<file path="src/hw/rtl/bbwf_pkg.sv">
// Shared types, constants and the arctangent table of the waypoint follower.
package bbwf_pkg;

   // Field widths
   localparam int POS_W     = 16;  // pose_x, pose_y (signed Q5.10)
   localparam int HEAD_W    = 15;  // pose_heading (signed Q2.12)
   localparam int DIFF_W    = 17;  // goal minus pose (signed Q6.10)
   localparam int VEC_W     = 32;  // rotation vector (difference scaled by 4096)
   localparam int ANG_W     = 25;  // accumulated angle (signed Q20)
   localparam int BEAR_W    = 17;  // bearing (signed Q4.12)
   localparam int HERR_W    = 18;  // bearing minus heading
   localparam int SQ_W      = 33;  // squared distance, Q13.20
   localparam int TOLSQ_W   = 30;  // squared tolerance, Q10.20
   localparam int ITER_W    = 5;   // rotation step index
   localparam int ATAN_W    = 20;  // arctangent table entry width
   localparam int ERR_W     = 15;  // saturated error outputs
   localparam int REQ_DATA_W = 48;
   localparam int RSP_DATA_W = 64;
   localparam int RSP_USER_W = 2;
   localparam int CSR_ADDR_W = 5;
   localparam int CSR_DATA_W = 32;

   // Angle and saturation constants
   localparam logic signed [ANG_W-1:0]  PI_Q20      = 25'sd3294199;
   localparam logic signed [ANG_W-1:0]  ROUND_Q8    = 25'sd128;
   localparam logic signed [HERR_W-1:0] PI_Q12      = 18'sd12868;
   localparam logic signed [HERR_W-1:0] TWO_PI_Q12  = 18'sd25736;
   localparam logic [ERR_W-1:0]         ERR_MAX     = 15'h7FFF;
   localparam logic [1:0]               GOAL_RESET  = 2'd1;

   // Register indexes (byte address divided by four)
   localparam logic [2:0] REG_CORNER_X    = 3'd0;
   localparam logic [2:0] REG_CORNER_Y    = 3'd1;
   localparam logic [2:0] REG_RECT_WIDTH  = 3'd2;
   localparam logic [2:0] REG_RECT_HEIGHT = 3'd3;
   localparam logic [2:0] REG_FWD_SPEED   = 3'd4;
   localparam logic [2:0] REG_TURN_SPEED  = 3'd5;
   localparam logic [2:0] REG_HEAD_TOL    = 3'd6;
   localparam logic [2:0] REG_POS_TOL     = 3'd7;

   // Register reset values
   localparam logic [3:0]  RST_CORNER_X    = 4'd1;
   localparam logic [3:0]  RST_CORNER_Y    = 4'd1;
   localparam logic [3:0]  RST_RECT_WIDTH  = 4'd4;
   localparam logic [3:0]  RST_RECT_HEIGHT = 4'd4;
   localparam logic [3:0]  RST_FWD_SPEED   = 4'd2;
   localparam logic [3:0]  RST_TURN_SPEED  = 4'd1;
   localparam logic [13:0] RST_HEAD_TOL    = 14'd717;
   localparam logic [14:0] RST_POS_TOL     = 15'd102;

   typedef struct packed {
      logic [3:0]  corner_x;
      logic [3:0]  corner_y;
      logic [3:0]  rect_width;
      logic [3:0]  rect_height;
      logic [3:0]  forward_speed;
      logic [3:0]  turn_speed;
      logic [13:0] heading_tolerance;
      logic [14:0] position_tolerance;
   } cfg_type;

   typedef enum logic [1:0] {
      S_IDLE,
      S_ROTATE,
      S_ANGLE,
      S_COMMIT
   } ctrl_state_type;

   // Commands from the controller to the datapath
   typedef struct packed {
      logic              load;    // capture an accepted transaction
      logic              rotate;  // one vectoring step
      logic [ITER_W-1:0] iter;    // current vectoring step
      logic              angle;   // form the heading error
      logic              commit;  // write the result and update goal state
   } cmd_type;

   // atan(2^-i) in Q20
   function automatic logic [ATAN_W-1:0] atan_q20(input logic [ITER_W-1:0] idx);
      logic [ATAN_W-1:0] v;
      unique case (idx)
         5'd0:    v = 20'd823550;
         5'd1:    v = 20'd486170;
         5'd2:    v = 20'd256879;
         5'd3:    v = 20'd130396;
         5'd4:    v = 20'd65451;
         5'd5:    v = 20'd32757;
         5'd6:    v = 20'd16383;
         5'd7:    v = 20'd8192;
         5'd8:    v = 20'd4096;
         5'd9:    v = 20'd2048;
         5'd10:   v = 20'd1024;
         5'd11:   v = 20'd512;
         5'd12:   v = 20'd256;
         5'd13:   v = 20'd128;
         5'd14:   v = 20'd64;
         5'd15:   v = 20'd32;
         5'd16:   v = 20'd16;
         5'd17:   v = 20'd8;
         5'd18:   v = 20'd4;
         5'd19:   v = 20'd2;
         5'd20:   v = 20'd1;
         default: v = 20'd0;
      endcase
      return v;
   endfunction

endpackage

</file>
<file path="src/hw/rtl/bbwf_csr.sv">
// Configuration register file with an APB-style access port.
module bbwf_csr
   import bbwf_pkg::*;
(
   input  logic                  clock,
   input  logic                  reset,
   input  logic                  csr_psel,
   input  logic                  csr_penable,
   input  logic                  csr_pwrite,
   input  logic [CSR_ADDR_W-1:0] csr_paddr,
   input  logic [CSR_DATA_W-1:0] csr_pwdata,
   output logic [CSR_DATA_W-1:0] csr_prdata,
   output logic                  csr_pready,
   output cfg_type               cfg
);

   cfg_type    cfg_ff;
   logic       wr_en;
   logic [2:0] reg_idx;

   assign csr_pready = 1'b1;
   assign wr_en      = csr_psel & csr_penable & csr_pwrite & csr_pready;
   assign reg_idx    = csr_paddr[4:2];
   assign cfg        = cfg_ff;

   // Write the addressed register
   always_ff @(posedge clock) begin
      if (reset) begin
         cfg_ff.corner_x           <= RST_CORNER_X;
         cfg_ff.corner_y           <= RST_CORNER_Y;
         cfg_ff.rect_width         <= RST_RECT_WIDTH;
         cfg_ff.rect_height        <= RST_RECT_HEIGHT;
         cfg_ff.forward_speed      <= RST_FWD_SPEED;
         cfg_ff.turn_speed         <= RST_TURN_SPEED;
         cfg_ff.heading_tolerance  <= RST_HEAD_TOL;
         cfg_ff.position_tolerance <= RST_POS_TOL;
      end else if (wr_en) begin
         unique case (reg_idx)
            REG_CORNER_X:    cfg_ff.corner_x           <= csr_pwdata[3:0];
            REG_CORNER_Y:    cfg_ff.corner_y           <= csr_pwdata[3:0];
            REG_RECT_WIDTH:  cfg_ff.rect_width         <= csr_pwdata[3:0];
            REG_RECT_HEIGHT: cfg_ff.rect_height        <= csr_pwdata[3:0];
            REG_FWD_SPEED:   cfg_ff.forward_speed      <= csr_pwdata[3:0];
            REG_TURN_SPEED:  cfg_ff.turn_speed         <= csr_pwdata[3:0];
            REG_HEAD_TOL:    cfg_ff.heading_tolerance  <= csr_pwdata[13:0];
            REG_POS_TOL:     cfg_ff.position_tolerance <= csr_pwdata[14:0];
            default:         ;
         endcase
      end
   end

   // Read back the addressed register
   always_comb begin
      unique case (reg_idx)
         REG_CORNER_X:    csr_prdata = {28'd0, cfg_ff.corner_x};
         REG_CORNER_Y:    csr_prdata = {28'd0, cfg_ff.corner_y};
         REG_RECT_WIDTH:  csr_prdata = {28'd0, cfg_ff.rect_width};
         REG_RECT_HEIGHT: csr_prdata = {28'd0, cfg_ff.rect_height};
         REG_FWD_SPEED:   csr_prdata = {28'd0, cfg_ff.forward_speed};
         REG_TURN_SPEED:  csr_prdata = {28'd0, cfg_ff.turn_speed};
         REG_HEAD_TOL:    csr_prdata = {18'd0, cfg_ff.heading_tolerance};
         REG_POS_TOL:     csr_prdata = {17'd0, cfg_ff.position_tolerance};
         default:         csr_prdata = '0;
      endcase
   end

endmodule

</file>
<file path="src/hw/rtl/bbwf_ctrl.sv">
// Controller state machine: sequences load, vectoring steps, angle and commit.
module bbwf_ctrl
   import bbwf_pkg::*;
#(
   parameter int ANGLE_ITERATIONS = 16
)
(
   input  logic    clock,
   input  logic    reset,
   input  logic    req_tvalid,
   output logic    req_tready,
   input  logic    restart_req,
   output logic    rsp_tvalid,
   input  logic    rsp_tready,
   output cmd_type cmd
);

   localparam logic [ITER_W-1:0] LAST_ITER = ITER_W'(ANGLE_ITERATIONS - 1);

   ctrl_state_type    state_ff, state_in;
   logic [ITER_W-1:0] iter_ff, iter_in;
   logic              rsp_valid_ff, rsp_valid_in;
   logic              req_fire;
   logic              slot_free;

   always_ff @(posedge clock) begin
      if (reset) begin
         state_ff     <= S_IDLE;
         iter_ff      <= '0;
         rsp_valid_ff <= 1'b0;
      end else begin
         state_ff     <= state_in;
         iter_ff      <= iter_in;
         rsp_valid_ff <= rsp_valid_in;
      end
   end

   assign req_tready = (state_ff == S_IDLE);
   assign req_fire   = req_tvalid & req_tready;
   assign slot_free  = !rsp_valid_ff || rsp_tready;
   assign rsp_tvalid = rsp_valid_ff;

   // Next state and commands
   always_comb begin
      state_in   = state_ff;
      iter_in    = iter_ff;
      cmd        = '0;
      cmd.iter   = iter_ff;
      unique case (state_ff)
         S_IDLE: begin
            if (req_fire) begin
               cmd.load = 1'b1;
               iter_in  = '0;
               state_in = restart_req ? S_COMMIT : S_ROTATE;
            end
         end
         S_ROTATE: begin
            cmd.rotate = 1'b1;
            if (iter_ff == LAST_ITER) begin
               state_in = S_ANGLE;
            end else begin
               iter_in = iter_ff + 1'b1;
            end
         end
         S_ANGLE: begin
            cmd.angle = 1'b1;
            state_in  = S_COMMIT;
         end
         S_COMMIT: begin
            if (slot_free) begin
               cmd.commit = 1'b1;
               state_in   = S_IDLE;
            end
         end
         default: state_in = S_IDLE;
      endcase
      // hold the result until the downstream side takes it
      rsp_valid_in = cmd.commit | (rsp_valid_ff & !rsp_tready);
   end

   a_commit_into_free_slot: assert property (@(posedge clock) disable iff (reset)
      cmd.commit |-> (!rsp_valid_ff || rsp_tready))
      else $error("commit while output register is still full");

   a_commit_shows_result: assert property (@(posedge clock) disable iff (reset)
      cmd.commit |=> rsp_tvalid)
      else $error("committed result not presented");

   a_restart_skips_rotation: assert property (@(posedge clock) disable iff (reset)
      (req_fire && restart_req) |=> (state_ff == S_COMMIT))
      else $error("restart transaction did not go straight to commit");

   a_iter_in_range: assert property (@(posedge clock) disable iff (reset)
      (state_ff == S_ROTATE) |-> (iter_ff <= LAST_ITER))
      else $error("vectoring step index past the last step");

endmodule

</file>
<file path="src/hw/rtl/bbwf_datapath.sv">
// Datapath: goal differences, vectoring atan2, squared distance, decision and result register.
module bbwf_datapath
   import bbwf_pkg::*;
(
   input  logic                  clock,
   input  logic                  reset,
   input  cmd_type               cmd,
   input  cfg_type               cfg,
   input  logic                  req_action,
   input  logic [POS_W-1:0]      req_pose_x,
   input  logic [POS_W-1:0]      req_pose_y,
   input  logic [HEAD_W-1:0]     req_pose_heading,
   output logic [RSP_DATA_W-1:0] rsp_tdata,
   output logic [RSP_USER_W-1:0] rsp_tuser
);

   // Persistent block state
   logic [1:0] goal_ff, goal_in;
   logic       started_ff, started_in;

   // Per-transaction working registers
   logic                     action_ff;
   logic                     zero_ff;
   logic                     start_hit_ff;
   logic signed [DIFF_W-1:0] dx_ff, dy_ff;
   logic signed [HEAD_W-1:0] ph_ff;
   logic signed [VEC_W-1:0]  x_ff, y_ff;
   logic signed [ANG_W-1:0]  z_ff;
   logic signed [HERR_W-1:0] h_ff;
   logic [SQ_W-1:0]          prod_ff;
   logic [SQ_W-1:0]          sq_ff;
   logic [TOLSQ_W-1:0]       tolsq_ff;

   // Result register
   logic                 o_cmd_valid_ff, o_err_valid_ff, o_reached_ff;
   logic [3:0]           o_lin_ff;
   logic [4:0]           o_ang_ff;
   logic [ERR_W-1:0]     o_xerr_ff, o_yerr_ff, o_herr_ff;
   logic [1:0]           o_goal_ff;

   // ---------------- load: goal corner and differences
   logic [4:0]               gx_units, gy_units;
   logic signed [DIFF_W-1:0] dx_calc, dy_calc;
   logic signed [VEC_W-1:0]  x0, y0;
   logic                     start_hit;

   always_comb begin
      gx_units = {1'b0, cfg.corner_x} +
                 ((goal_ff == 2'd1 || goal_ff == 2'd2) ? {1'b0, cfg.rect_width} : 5'd0);
      gy_units = {1'b0, cfg.corner_y} +
                 (goal_ff[1] ? {1'b0, cfg.rect_height} : 5'd0);
      dx_calc  = $signed({2'b00, gx_units, 10'd0}) - $signed({req_pose_x[POS_W-1], req_pose_x});
      dy_calc  = $signed({2'b00, gy_units, 10'd0}) - $signed({req_pose_y[POS_W-1], req_pose_y});
      x0       = $signed({{3{dx_calc[DIFF_W-1]}}, dx_calc, 12'd0});
      y0       = $signed({{3{dy_calc[DIFF_W-1]}}, dy_calc, 12'd0});
      start_hit = (req_pose_x == {2'b00, cfg.corner_x, 10'd0}) &&
                  (req_pose_y == {2'b00, cfg.corner_y, 10'd0}) &&
                  (req_pose_heading == '0);
   end

   // ---------------- one vectoring step
   logic signed [VEC_W-1:0] xs, ys;
   logic signed [ANG_W-1:0] atan_step;

   assign xs        = x_ff >>> cmd.iter;
   assign ys        = y_ff >>> cmd.iter;
   assign atan_step = $signed({{(ANG_W-ATAN_W){1'b0}}, atan_q20(cmd.iter)});

   // ---------------- shared squarer, used in the first four steps
   logic                     sq_phase;
   logic signed [DIFF_W-1:0] mul_op;
   logic signed [2*DIFF_W-1:0] mul_out;

   assign sq_phase = cmd.rotate && (cmd.iter < ITER_W'(4));
   always_comb begin
      unique case (cmd.iter[1:0])
         2'd0:    mul_op = dx_ff;
         2'd1:    mul_op = dy_ff;
         default: mul_op = $signed({2'b00, cfg.position_tolerance});
      endcase
   end
   assign mul_out = mul_op * mul_op;

   // ---------------- heading error
   logic signed [BEAR_W-1:0] bearing;
   logic signed [ANG_W-1:0]  z_round;

   assign z_round = z_ff + ROUND_Q8;
   assign bearing = zero_ff ? '0 : z_round[ANG_W-1:8];

   // ---------------- decision at commit
   logic [HERR_W-1:0]        ah;
   logic signed [HERR_W-1:0] h_wrap;
   logic                     in_tol, pos_turn, reached;
   logic [DIFF_W-1:0]        adx, ady;
   logic [3:0]               lin;
   logic [4:0]               ang;

   always_comb begin
      ah       = h_ff[HERR_W-1] ? HERR_W'(-h_ff) : HERR_W'(h_ff);
      in_tol   = ah < {4'd0, cfg.heading_tolerance};
      h_wrap   = h_ff[HERR_W-1] ? (h_ff + TWO_PI_Q12) : h_ff;
      pos_turn = !h_wrap[HERR_W-1] && (h_wrap <= PI_Q12);
      lin      = in_tol ? cfg.forward_speed : 4'd0;
      if (in_tol) begin
         ang = 5'd0;
      end else if (pos_turn) begin
         ang = {1'b0, cfg.turn_speed};
      end else begin
         ang = 5'd0 - {1'b0, cfg.turn_speed};
      end
      reached  = sq_ff < {{(SQ_W-TOLSQ_W){1'b0}}, tolsq_ff};
      adx      = dx_ff[DIFF_W-1] ? DIFF_W'(-dx_ff) : DIFF_W'(dx_ff);
      ady      = dy_ff[DIFF_W-1] ? DIFF_W'(-dy_ff) : DIFF_W'(dy_ff);
   end

   // Advance or reset goal and start flag on commit
   always_comb begin
      goal_in    = goal_ff;
      started_in = started_ff;
      if (cmd.commit) begin
         if (action_ff) begin
            goal_in    = GOAL_RESET;
            started_in = 1'b0;
         end else begin
            goal_in    = reached ? goal_ff + 2'd1 : goal_ff;
            started_in = started_ff | start_hit_ff;
         end
      end
   end

   always_ff @(posedge clock) begin
      if (reset) begin
         goal_ff    <= GOAL_RESET;
         started_ff <= 1'b0;
      end else begin
         goal_ff    <= goal_in;
         started_ff <= started_in;
      end
   end

   // Capture the transaction, then iterate the vector toward the x axis
   always_ff @(posedge clock) begin
      if (cmd.load) begin
         action_ff    <= req_action;
         dx_ff        <= dx_calc;
         dy_ff        <= dy_calc;
         ph_ff        <= $signed(req_pose_heading);
         zero_ff      <= (dx_calc == '0) && (dy_calc == '0);
         start_hit_ff <= start_hit;
         if (dx_calc[DIFF_W-1]) begin
            x_ff <= -x0;
            y_ff <= -y0;
            z_ff <= dy_calc[DIFF_W-1] ? -PI_Q20 : PI_Q20;
         end else begin
            x_ff <= x0;
            y_ff <= y0;
            z_ff <= '0;
         end
      end else if (cmd.rotate) begin
         if (!y_ff[VEC_W-1]) begin
            x_ff <= x_ff + ys;
            y_ff <= y_ff - xs;
            z_ff <= z_ff + atan_step;
         end else begin
            x_ff <= x_ff - ys;
            y_ff <= y_ff + xs;
            z_ff <= z_ff - atan_step;
         end
      end
      if (cmd.angle) begin
         h_ff <= HERR_W'(bearing) - HERR_W'(ph_ff);
      end
   end

   // Squares: dx^2, dy^2 and tolerance^2 stream through one registered product
   always_ff @(posedge clock) begin
      if (sq_phase) begin
         prod_ff <= mul_out[SQ_W-1:0];
         unique case (cmd.iter[1:0])
            2'd1:    sq_ff    <= prod_ff;
            2'd2:    sq_ff    <= sq_ff + prod_ff;
            2'd3:    tolsq_ff <= prod_ff[TOLSQ_W-1:0];
            default: ;
         endcase
      end
   end

   // Result register
   always_ff @(posedge clock) begin
      if (cmd.commit) begin
         if (action_ff) begin
            o_cmd_valid_ff <= 1'b1;
            o_lin_ff       <= '0;
            o_ang_ff       <= '0;
            o_err_valid_ff <= 1'b0;
            o_xerr_ff      <= '0;
            o_yerr_ff      <= '0;
            o_herr_ff      <= '0;
            o_reached_ff   <= 1'b0;
            o_goal_ff      <= GOAL_RESET;
         end else begin
            o_cmd_valid_ff <= started_ff;
            o_lin_ff       <= lin;
            o_ang_ff       <= ang;
            o_err_valid_ff <= 1'b1;
            o_xerr_ff      <= (adx > DIFF_W'(ERR_MAX)) ? ERR_MAX : adx[ERR_W-1:0];
            o_yerr_ff      <= (ady > DIFF_W'(ERR_MAX)) ? ERR_MAX : ady[ERR_W-1:0];
            o_herr_ff      <= (ah > HERR_W'(ERR_MAX)) ? ERR_MAX : ah[ERR_W-1:0];
            o_reached_ff   <= reached;
            o_goal_ff      <= goal_ff;
         end
      end
   end

   assign rsp_tdata = {7'd0, o_goal_ff, o_reached_ff, o_herr_ff, o_yerr_ff, o_xerr_ff,
                       o_ang_ff, o_lin_ff};
   assign rsp_tuser = {o_err_valid_ff, o_cmd_valid_ff};

endmodule

</file>
<file path="src/hw/rtl/bang_bang_waypoint_follower.sv">
// Top level of the bang-bang waypoint follower.
// Each pose transaction steers toward the current corner of a configured rectangle
// (corners visited 1, 2, 3, 0, 1, ...) and returns one result transaction: speed
// command, absolute x, y and heading errors, and whether the goal was reached. A pose
// passes a load state, ANGLE_ITERATIONS atan2 vectoring steps in the single
// shared rotation unit, a state that forms the heading error and a commit state; a
// new pose is accepted only after the last one is committed. One shared multiplier
// computes the squared distance during the first vectoring steps. A restart goes
// from load straight to commit. Commit waits while a previous result is still held
// in the output register. Pose results flag commands valid only after a pose has
// once matched the start corner with zero heading. Registers must be written only
// while the block is idle; the block itself does not enforce this.
module bang_bang_waypoint_follower
   import bbwf_pkg::*;
#(
   parameter int ANGLE_ITERATIONS = 16
)
(
   input  logic                  clock,
   input  logic                  reset,
   // pose_x [15:0], pose_y [31:16], pose_heading [46:32], zero fill
   input  logic [REQ_DATA_W-1:0] req_tdata,
   // action (0 pose sample, 1 restart)
   input  logic                  req_tuser,
   input  logic                  req_tvalid,
   output logic                  req_tready,
   // linear_speed [3:0], angular_speed [8:4], x_error [23:9], y_error [38:24],
   // heading_error [53:39], goal_reached [54], goal_number [56:55], zero fill
   output logic [RSP_DATA_W-1:0] rsp_tdata,
   // command_valid [0], error_valid [1]
   output logic [RSP_USER_W-1:0] rsp_tuser,
   output logic                  rsp_tvalid,
   input  logic                  rsp_tready,
   input  logic                  csr_psel,
   input  logic                  csr_penable,
   input  logic                  csr_pwrite,
   input  logic [CSR_ADDR_W-1:0] csr_paddr,
   input  logic [CSR_DATA_W-1:0] csr_pwdata,
   output logic [CSR_DATA_W-1:0] csr_prdata,
   output logic                  csr_pready
);

   cfg_type cfg;
   cmd_type cmd;

   bbwf_csr u_csr (
      .clock       (clock),
      .reset       (reset),
      .csr_psel    (csr_psel),
      .csr_penable (csr_penable),
      .csr_pwrite  (csr_pwrite),
      .csr_paddr   (csr_paddr),
      .csr_pwdata  (csr_pwdata),
      .csr_prdata  (csr_prdata),
      .csr_pready  (csr_pready),
      .cfg         (cfg)
   );

   bbwf_ctrl #(
      .ANGLE_ITERATIONS (ANGLE_ITERATIONS)
   ) u_ctrl (
      .clock       (clock),
      .reset       (reset),
      .req_tvalid  (req_tvalid),
      .req_tready  (req_tready),
      .restart_req (req_tuser),
      .rsp_tvalid  (rsp_tvalid),
      .rsp_tready  (rsp_tready),
      .cmd         (cmd)
   );

   bbwf_datapath u_datapath (
      .clock            (clock),
      .reset            (reset),
      .cmd              (cmd),
      .cfg              (cfg),
      .req_action       (req_tuser),
      .req_pose_x       (req_tdata[15:0]),
      .req_pose_y       (req_tdata[31:16]),
      .req_pose_heading (req_tdata[46:32]),
      .rsp_tdata        (rsp_tdata),
      .rsp_tuser        (rsp_tuser)
   );

endmodule
</file>
<file path="config.mk">
export PLATFORM = sky130hd
export DESIGN_NAME = bang_bang_waypoint_follower
export DESIGN_NICKNAME = d
export VERILOG_FILES = /design/src/hw/rtl/bbwf_pkg.sv /design/src/hw/rtl/bbwf_csr.sv /design/src/hw/rtl/bbwf_ctrl.sv /design/src/hw/rtl/bbwf_datapath.sv /design/src/hw/rtl/bang_bang_waypoint_follower.sv
export SDC_FILE = /design/constraint.sdc
export NUM_CORES = 2
export LEC_CHECK = 0
export BUFFER_PORTS_ARGS = -buffer_cell sky130_fd_sc_hd__buf_2
export CORE_UTILIZATION = 65
export CTS_CLUSTER_DIAMETER = 100
export DETAILED_ROUTE_END_ITERATION = 16
export PLACE_DENSITY = 0.95
export SLEW_MARGIN = 20
export SYNTH_ARGS = -nofsm -noshare
export SYNTH_HDL_FRONTEND = slang
export SYNTH_SLANG_ARGS = --single-unit
</file>
<file path="constraint.sdc">
create_clock -name clock -period 18.88 [get_ports clock]
set_clock_uncertainty 0.05 [all_clocks]
set_input_delay 3.776 -clock clock [delete_from_list [all_inputs] [get_ports clock]]
set_output_delay 3.776 -clock clock [all_outputs]
set_load 0.01 [all_outputs]
</file>
# [Yosys cells after proc, flatten, opt, wreduce, memory -nomap -nowiden]
# Memories as Yosys holds them, arrays and structs flattened. A register that Yosys moved wholly into a read port is not among the register bits.
# Index checks and enable logic that the tools add are counted.
[op_classes] shifts=2 n_lt_le_gt_ge=7 n_eq_ne=22 bitwise_logic=7 reduce_logical=36 add_sub_neg=22 multipliers=1 mux=47
[op_table] operator="32-bit two-way mux" n=8
[op_table] operator="32-bit case mux with 8 select lines" n=1
[op_table] operator="25-bit two-way mux" n=5
[op_table] operator="33-bit case mux with 2 select lines" n=1
[op_table] operator="32-bit adder" n=2
[op_table] operator="29-bit negator with 32-bit output" n=2
[op_table] operator="32-bit by 5-bit >>> shifter with 32-bit output" n=2
[op_table] operator="32-bit subtractor" n=2
[op_table] operator="17-bit two-way mux" n=3
[op_table] operator="15-bit two-way mux" n=3
[op_table] operator="18-bit two-way mux" n=2
[op_table] operator="17-bit by 15-bit greater-than comparator with 1-bit output, second input constant" n=2
[op_table] operator="17-bit logical NOT" n=2
[op_table] operator="17-bit negator" n=2
[op_table] operator="17-bit case mux with 2 select lines" n=1
[op_table] operator="16-bit by 16-bit subtractor with 17-bit output" n=2
[op_table] operator="33-bit adder" n=1
[op_table] operator="33-bit by 30-bit less-than comparator with 1-bit output" n=1
[op_table] operator="17-bit by 17-bit multiplier with 33-bit output" n=1
[op_table] operator="16-bit by 14-bit == test with 1-bit output" n=2
[op_table] operator="25-bit by 21-bit adder with 25-bit output" n=1
[op_table] operator="25-bit by 9-bit adder with 25-bit output, second input constant" n=1
[op_table] operator="25-bit by 21-bit subtractor with 25-bit output" n=1
[op_table] operator="2-bit AND reduction" n=11
[op_table] operator="other kinds (38)" n=85
[word_totals] out_inout_bits=101 romBits=640 mem_count=1 reg_bits=378 elab_cells=181 inputBits=93
[memory_table] memory="(name not given)" words=32 width=20 read_ports=1 rd_clocked_by_memory_dff=1 write_ports=0 line="bbwf_pkg.sv:81" text="unique case (idx)"

# [Logic depth before layout (Yosys ltp)]
[depth] word_depth=8 ltp_mapped=35 mapped_depth_nobuf=29

# [By module]
# From an unflattened synthesis, not the netlist that was laid out.
[hier_totals] cells_unflattened=4436 area_unflattened_um2=40616.5
[by_module_without_submodules] mod="bbwf_datapath" area_per_inst_um2=37513.5 n_inst=1 cells_per_inst=4060
[by_module_without_submodules] mod="bbwf_csr" area_per_inst_um2=2544.9 n_inst=1 cells_per_inst=317
[by_module_without_submodules] mod="bbwf_ctrl" area_per_inst_um2=558.0 n_inst=1 cells_per_inst=59

# [Least setup slack after synthesis]
# Ideal clock, no wire load.
[synth_path] path_type="flip-flop to flip-flop" startpoint="register u_ctrl.iter_ff[0]" endpoint="register u_datapath.prod_ff[32] (data pin)" t_required_ps=18570 synth_period_minus_slack_ps=9061 arrival_ps=8752 setup_slack_ps=9819 stages_incl_launch_ff=34 cell_sequence="dfxtp_1 -> buf_6 -> inv_2 -> buf_1 -> buf_2 -> ha_1 -> clkbuf_1 -> nor2_1 -> clkbuf_1 -> a21oi_1 -> clkinv_1 -> nand2_1 -> inv_1 -> fa_1 -> inv_1 -> fa_1 -> fa_1 -> inv_1 -> fa_1 -> fa_1 -> inv_1 -> fa_1 -> inv_1 -> ha_1 -> and4_1 -> o211ai_1 -> o21ai_0 -> o31ai_1 -> a311oi_1 -> a41o_1 -> or4_1 -> a31o_2 -> a31oi_1 -> xnor2_1"
[synth_via] elab_chain_len=3 word_cells_on_any_way=4 cone_classes="1 x mul; 1 x eq/ne; 1 x mux; 1 x reduce/logical"
[synth_rtl] item="start: declaration" line="bbwf_ctrl.sv:21" text="logic [ITER_W-1:0] iter_ff, iter_in;"
[synth_rtl] item="start signal: assignment" line="bbwf_ctrl.sv:33" text="iter_ff <= iter_in;"
[synth_rtl] item="2-bit by 1-bit == test with 1-bit output / 2-bit logical NOT (equally long branches)" line="bbwf_datapath.sv:76" text="unique case (cmd.iter[1:0])"
[synth_rtl] item="17-bit case mux with 2 select lines *" line="bbwf_datapath.sv:76"
[synth_rtl] item="17-bit by 17-bit multiplier with 33-bit output *" line="bbwf_datapath.sv:82" text="assign mul_out = mul_op * mul_op;"
[synth_rtl] item="net u_datapath.mul_out[32]" line="bbwf_datapath.sv:72" text="logic signed [2*DIFF_W-1:0] mul_out;"
[synth_rtl] item="end signal: assignment" line="bbwf_datapath.sv:179" text="prod_ff <= mul_out[SQ_W-1:0];"
[synth_rtl] item="end: declaration" line="bbwf_datapath.sv:30" text="logic [SQ_W-1:0] prod_ff;"
# The timed path passes the listed nets; every way through them passes the cells marked *.
# A chain may end at the register's enable or synchronous reset.

# [Worst setup path after layout]
[layout_path] startpoint="register u_ctrl.iter_ff[1]" endpoint="register u_datapath.prod_ff[31] (data pin)"
# Same word-level chain as after synthesis.

==> impl_metrics.tcl <==
set metrics [dict create \
    vias_per_cell 6.71 \
    grt_first_pass_wirelength_mm 197 \
    outcome "completed" \
    yosys_warnings 0 \
    critPathKind "flip-flop to flip-flop" \
    finalNetCount 5287 \
    fmax_mhz 88.8 \
    area_delta_synth_final_pct 6.43 \
    hp-class "flip-flop to flip-flop" \
    setup_violations 0 \
    ys_types 106 \
    syn-cell-area_sq_um 42300 \
    ctsHtreeMaxLevel 2 \
    grt_pass1_vias 36600 \
    ant_nets 0 \
    die_w_um 257 \
    r2r_start "u_ctrl.iter_ff[1]$_SDFFE_PP0P_" \
    drv_cap 0 \
    crit_path_start_kind "flip-flop" \
    relSlewSlack_pct 22.4 \
    rows 93 \
    cts_inserted_buffers 42 \
    critPathCaptureType "flip-flop" \
    cts_hold_buf 0 \
    path_clk_slew_ps 60 \
    first_pass_iters 13 \
    final_layout_size_suffix_gt1_share_pct 9.83 \
    cp.arrival_ps 11550 \
    cts_tree "yes" \
    cts.sinks 396 \
    io_buffers 148 \
    fillCellCount 4356 \
    final_max_slew_viol_count 0 \
    synth-seq-cells 396 \
    hold_violations 0 \
    drt_iter0_markers 5395 \
    gp_congestion 1.01 \
    post-dp-hpwl_mm 93.6 \
    layout_worst_path_cycle_share_pct 59.7 \
    track_usage_pct 37.6 \
    yosys_most_used_dff "edfxtp_1" \
    core_sq_um 64300 \
    globalRouteOverflowTotal 0 \
    cts-resized-gates 0 \
    io_pins 194 \
    cp_max_fo 55 \
    grt_max_degree 79 \
    num_vias 37100 \
    die_h_um 257 \
    cts_max_path_buffers 3 \
    finalSetupTns_ps 0 \
    syn_inst 4576 \
    reg2reg_slack_ps 7620 \
    cts-root-buf "clkbuf_16" \
    required_ps 19170 \
    synthArstFlopShare_pct 0 \
    final_cell_mix "inv_1 (539), nor2_1 (418), nand2_1 (379)" \
    rr_worst_depth 27 \
    min_path_cells 2 \
    cts_setup_buffers 0 \
    clock_latency_ps 620 \
    rsz0062_at_grt "no" \
    hp-start "u_csr.cfg[20]$_SDFFE_PP0P_" \
    antenna_found_initial 17 \
    synth_edf_count 312 \
    worstReg2RegEnd "u_datapath.prod_ff[31]$_DFFE_PP_" \
    dieArea_sq_um 66100 \
    route.detailed.drc 0 \
    hold_ws_ps 431 \
    route.detailed.wl_per_inst_um 23.0 \
    tightestPinTransition_ps 1160 \
    synth.avg_cell_area_sq_um 9.24 \
    min_to "u_csr.cfg[20]$_SDFFE_PP0P_" \
    startpoint "u_ctrl.iter_ff[1]$_SDFFE_PP0P_" \
    routed_wl_mm 127 \
    synth-seq-area-share_pct 26.1 \
    start_util_pct 65.7 \
    final_common_cell "inv_1" \
    period_minus_slack_ps 11260 \
]
==> kinds of logic (layout without fill, tap and decap cells) <==
kind of cell / after synthesis / in the layout / share of synthesized area [%]
simple gates: 1255 / 1255 / 13.9
compound gates: 1003 / 1003 / 15.4
buf+inv: 761 / 812 / 7.30
fa+ha+maj: 577 / 577 / 21.8
flops: 396 / 396 / 26.1
xor+xnor: 338 / 338 / 7.00
mux: 244 / 244 / 8.40
other cells: 2 / 42 / 0.0178
==> synth_stat cells, types with 102 or more instances <==
master	number	area, sq um
inv_1	539	2020
nor2_1	420	1580
nand2_1	381	1430
edfxtp_1	312	9370
ha_1	310	3880
a21oi_1	292	1460
fa_1	267	5350
xnor2_1	198	1730
o21ai_0	186	931
xor2_1	140	1230
clkbuf_1	130	488
mux2i_1	109	1090
a21o_1	102	766
==> layer usage <==
layer / vias up / global-route usage, % / wire (um)
met3: 663 / 8.91 / 16000
met5: - / 0 / 0
met2: 2730 / 59.7 / 57500
met1: 17600 / 46.0 / 43900
met4: 0 / 24.3 / 9580
li1: 16100 / - / -
==> worst max-delay path by stage <==
stage	end	slack, ps	cells after the start
global placement	u_datapath.prod_ff[32]$_DFFE_PP_	8380	27
CTS	u_datapath.prod_ff[31]$_DFFE_PP_	7930	27
global route	u_datapath.prod_ff[31]$_DFFE_PP_	7130	27
detailed placement	u_datapath.prod_ff[31]$_DFFE_PP_	7980	27
finish	u_datapath.prod_ff[31]$_DFFE_PP_	7620	27
floorplan	u_datapath.prod_ff[32]$_DFFE_PP_	9820	33
==> layout make-up <==
cell class | instances | area [sq um] | area share (%)
Multi-Input combinational cell | 3442 | 28300 | 62.8
Sequential cell | 396 | 11100 | 24.6
Inverter | 548 | 2060 | 4.58
Clock buffer | 60 | 1250 | 2.78
Tap cell | 855 | 1070 | 2.38
Timing Repair Buffer | 187 | 1030 | 2.30
Clock inverter | 17 | 225 | 0.500
Antenna cell | 17 | 42.5 | 0.0945
==> state kept, by name, summed over array words and instances, names as in the netlist, 2 cells and up <==
| name | cells |
|---|---|
| u_datapath.x_ff | 32 |
| u_datapath.dx_ff | 17 |
| u_datapath.o_xerr_ff | 15 |
| u_datapath.o_yerr_ff | 15 |
| u_datapath.o_ang_ff | 5 |
| u_ctrl.iter_ff | 5 |
| u_datapath.sq_ff | 33 |
| u_datapath.z_ff | 25 |
| u_ctrl.state_ff | 2 |
| u_datapath.h_ff | 18 |
| u_datapath.o_herr_ff | 15 |
| u_datapath.atan_step | 20 |
| u_datapath.tolsq_ff | 29 |
| u_csr.cfg | 53 |
| u_datapath.dy_ff | 17 |
| u_datapath.prod_ff | 32 |
| u_datapath.o_lin_ff | 4 |
| u_datapath.y_ff | 32 |
| u_datapath.goal_ff | 2 |
| u_datapath.ph_ff | 15 |
| u_datapath.o_goal_ff | 2 |
==> stage by stage <==
step	utilization, %	area, sq um	cells	setup slack [ps]
global route	69.9	45000	5518	7130
CTS	69.9	45000	5504	7930
detailed placement	67.6	43500	5427	7980
finish	69.9	45000	5522	7620
floorplan	-	42400	4599	9820
global placement	67.6	43500	5427	8380
==> critical path, stage by stage (launching register included) <==
cell and delay, ps:
dfxtp_4 940, inv_1 310, ha_1 550, nor2_1 850, a21o_1 680, clkinv_1 720
nor2_1 470, fa_1 540, inv_1 280, fa_1 450, inv_1 80, fa_1 430
fa_1 500, fa_1 550, inv_1 60, fa_1 530, inv_1 40, ha_1 240
a2111oi_0 480, o21ai_0 190, a32o_1 250, a31o_2 250, a41oi_1 300, a2111oi_0 220
o21a_1 230, o21a_1 190, o41ai_1 470, xnor2_1 130
Power is not shown: default switching activity piles up to over one toggle a cycle in this logic, so the estimate is an artifact.
